<file path="src/rtl/nic_ram.sv">
// Generic single-port RAM with registered read data.
// No dependencies.
module nic_ram #(
   parameter int WIDTH = 8,
   parameter int DEPTH = 256
) (
   input  logic                     clock,
   input  logic                     we,
   input  logic [$clog2(DEPTH)-1:0] addr,
   input  logic [WIDTH-1:0]         wdata,
   output logic [WIDTH-1:0]         rdata
);

   logic [WIDTH-1:0] mem [DEPTH];

   always_ff @(posedge clock) begin
      if (we) begin
         mem[addr] <= wdata;
      end
      rdata <= mem[addr];
   end

endmodule

</file>
<file path="config.mk">
export PLATFORM = sky130hd
export DESIGN_NAME = nic_ram
export DESIGN_NICKNAME = d
export VERILOG_FILES = /design/src/rtl/nic_ram.sv
export SDC_FILE = /design/constraint.sdc
export NUM_CORES = 2
export LEC_CHECK = 0
export BUFFER_PORTS_ARGS = -buffer_cell sky130_fd_sc_hd__buf_2
export CAP_MARGIN = 40
export CORE_MARGIN = 3
export CORE_UTILIZATION = 57
export CTS_CLUSTER_SIZE = 24
export DETAILED_ROUTE_END_ITERATION = 6
export PLACE_DENSITY = 0.76
export SLEW_MARGIN = 20
export SYNTH_ARGS = -nofsm -noshare
export SYNTH_HDL_FRONTEND = slang
export SYNTH_SLANG_ARGS = --single-unit
export TNS_END_PERCENT = 20
</file>
<file path="constraint.sdc">
create_clock -name clock -period 2.7 [get_ports clock]
set_clock_uncertainty 0.2 [all_clocks]
set_input_delay 0.405 -clock clock [delete_from_list [all_inputs] [get_ports clock]]
set_output_delay 0.405 -clock clock [all_outputs]
set_load 0.005 [all_outputs]
</file>
==> metrics.cfg <==
[clocking]
clk_path_buf_depth=3
worst_skew_pair.late_latency_ns=0.85
clockRootBuffer=clkbuf_16
cts_sinks=2056
cts_tree=built
cts_inserted_buffers=196
cts_max_level=4
cts_setup_buffers=0
clkTransAtPathRegs_ns=0.06

[timing]
worst_pin_slew_ns=0.862
setup_viol=0
max_freq_mhz=374
min_period_over_period_pct=98.9
worst_slack_ns=0.0289
fin_crit_ns=2.67
slew_violations=0
rsz0062_at_grt=false
max_slew_margin_pct=42.5
hold_viol_final=0

[pwr]
p_leak_nw=29.4
report.power.total_mw=64.4
power.density_nw_per_um2=700
ir_worst_vdd_v=0.000637

[floorplan]
row_count=135
die_area_um2=142000
die_y_um=377
die_w_um=377
start_util_pct=57.7
ioPinCount=26
core_um2=136000

[worst_setup_path]
cp-end-kind=register
r2r_end=rdata[6]
endpoint=rdata[6]
reg2reg_from=mem[251][6]
startpoint=mem[251][6]
reg2reg_depth=6
path_max_fanout=2
crit_slowest_cell=o41ai_1
crit_chain=mux4_2, a22oi_1, a21oi_1, o41ai_1, buf_4, nand4_1
slowest_delay_ns=0.60
r2r_slack_ns=0.03
cp.arrival_ns=3.17
crit_path_start_kind=register
worstPathRequired_ns=3.20
critical_path_class=register to register

[layout]
syn_to_final_growth_pct=17.3
final_cells=6115
nets=4198
drive_above_1_share_pct=33.5

[logic_synthesis]
synth_area_leaders=edfxtp_1, mux4_2, a22oi_1, nor2_1, a21oi_1
synthAdderAreaFrac_pct=0
synth.avg_cell_area_um2=22.1
synth_top_family_by_area=multiplexers
synth_top_cell_by_area=edfxtp_1
synth_nets=3565
synth_compound_area_share_pct=3.62
synth_top_area_share_pct=78.3
synth_flop_cell=edfxtp_1
synthesis.area_um2=78500
ys_warn_count=0
synthDistinctLibCells=22
synth_commonest_cells=edfxtp_1, mux4_2, a22oi_1, nor2_1, clkbuf_1
yosysSeqAreaShare_pct=78.6
synth.most_common_cell=edfxtp_1
synth_edf_count=2048
syn_inst=3547
synthMuxAreaShare_pct=14.7
yosys.area_share.simple_pct=1.73
synth-xor-area-share_pct=0
async_reset_ff_share_pct=0
synth-seq-cells=2056

[grt]
grt_pass1_vias=41362
antenna_found_initial=16
overflow=0
grt_max_degree=116
grt_pass1_wl_mm=284
track_usage_pct=27.7

[route]
wl_per_cell_um=31.5
route.detailed.drc=0
ant_nets=0
vias_per_cell=6.66
vias=40700
drt_pass1_iterations=5
drt_iter0_drc=5450
wl_mm=192

[placed_design]
place.gp.congestion=0.845
dpl_worst_slack_ns=-0.935
dp.final_hpwl_mm=118
port_buffers=25
place_inst=5752

[outcome]
status=complete, no violations

[flow_run]
max_cap_viol_count=0

[min_path]
whs_path_depth=3
hp-class=primary input to register

-- worst min path at each step --
stage	start	to	slack, ns
CTS	addr[6]	rdata[4]	0.04
global route	addr[6]	rdata[4]	0.07
global placement	wdata[2]	mem[84][2]	0.52
floorplan	wdata[0]	mem[0][0]	0.30
finish	addr[2]	mem[145][7]	0.11
detailed placement	wdata[2]	mem[84][2]	0.51
-- layout by cell type (no fill, tap or decap), types with 3 or more instances in the layout --
master         netlist  layout
a21oi_1            128     128
a22oi_1            256     255
buf_12               0      94
buf_2               36      16
buf_4               16     536
bufinv_16            0       6
clkbuf_1           145      50
clkbuf_16            0     196
clkbuf_8             0      14
clkinv_1             0      36
clkinv_16            0       6
clkinv_2             0      27
clkinv_8             0       5
clkinvlp_4           0       4
dfxtp_1              8       8
diode_2              0       7
dlygate4sd3_1        0      11
edfxtp_1          2048    2048
inv_16               0       3
inv_6                0       5
mux4_2             512     512
nand2_1             28      28
nand2b_1             6       4
nand3_1             13      13
nand4_1              8       8
nor2_1             232     230
nor2b_1              7       5
nor3_1              30      25
nor3_2               0       5
o41ai_1             32      24
o41ai_2              0       6
-- power breakdown --
part           internal (mW)  total (mW)  leakage [nW]  switching, mW
clock network           14.2        25.8          2.92           11.7
logic                   1.37        3.36          8.01           1.99
registers               35.2        35.2          18.5         0.0465
total                   50.7        64.4          29.4           13.7
-- through the flow --
| stage | setup TNS [ns] | util (%) | instance area, um^2 | hold slack [ns] |
|---|---|---|---|---|
| after floorplan | -63.72 | - | 78500 | 0.304 |
| after global placement | -59.55 | 63.0 | 85800 | 0.519 |
| after detailed placement | -67.93 | 63.0 | 85800 | 0.514 |
| after CTS | 0 | 67.6 | 92000 | 0.0408 |
| after global routing | 0 | 67.6 | 92000 | 0.0726 |
| final | 0 | 67.6 | 92100 | 0.108 |
-- routing by layer --
metal	up-vias	GRT usage (%)	share of wire (%)
met3	479	7.17	12
met1	21159	38.4	36
met5	-	0	0.055
met2	2695	43.1	48
met4	16	10.3	4.0
li1	16351	-	-
-- timing repair --
item,CTS,global route
resized for setup,6,3
hold buffers,11,0
pin swaps,0,1
hold endpoints to repair,499,0
setup endpoints to repair,4,3
-- sequential cells by signal, indices dropped and copies added, names as in the netlist --
signal and cells:
rdata 8, mem 2048
-- layout make-up --
type                            instances  area, um^2
Sequential cell                      2056       61700
Fill cell                            8151       44100
Multi-Input combinational cell       1258       15900
Timing Repair Buffer                  667        6240
Clock buffer                          252        5170
Tap cell                             1781        2230
Clock inverter                         93         855
Antenna cell                            7        17.5
Inverter                                1        3.75
-- kinds of logic after synthesis --
logic type,Yosys count
AOI/OAI and AO/OA,416
buffers and inverters,233
muxes,512
and+or+nand+nor,330
DFF,2056
-- worst max-delay path, delay by kind of cell (launching register included) --
kind                   cells  cell delay, ns
AOI/OAI and AO/OA          3            1.00
muxes                      1            0.54
and+or+nand+nor            1            0.12
buffers and inverters      1            0.29
DFF                        1            0.39
Power figures use the tool's default switching activity.
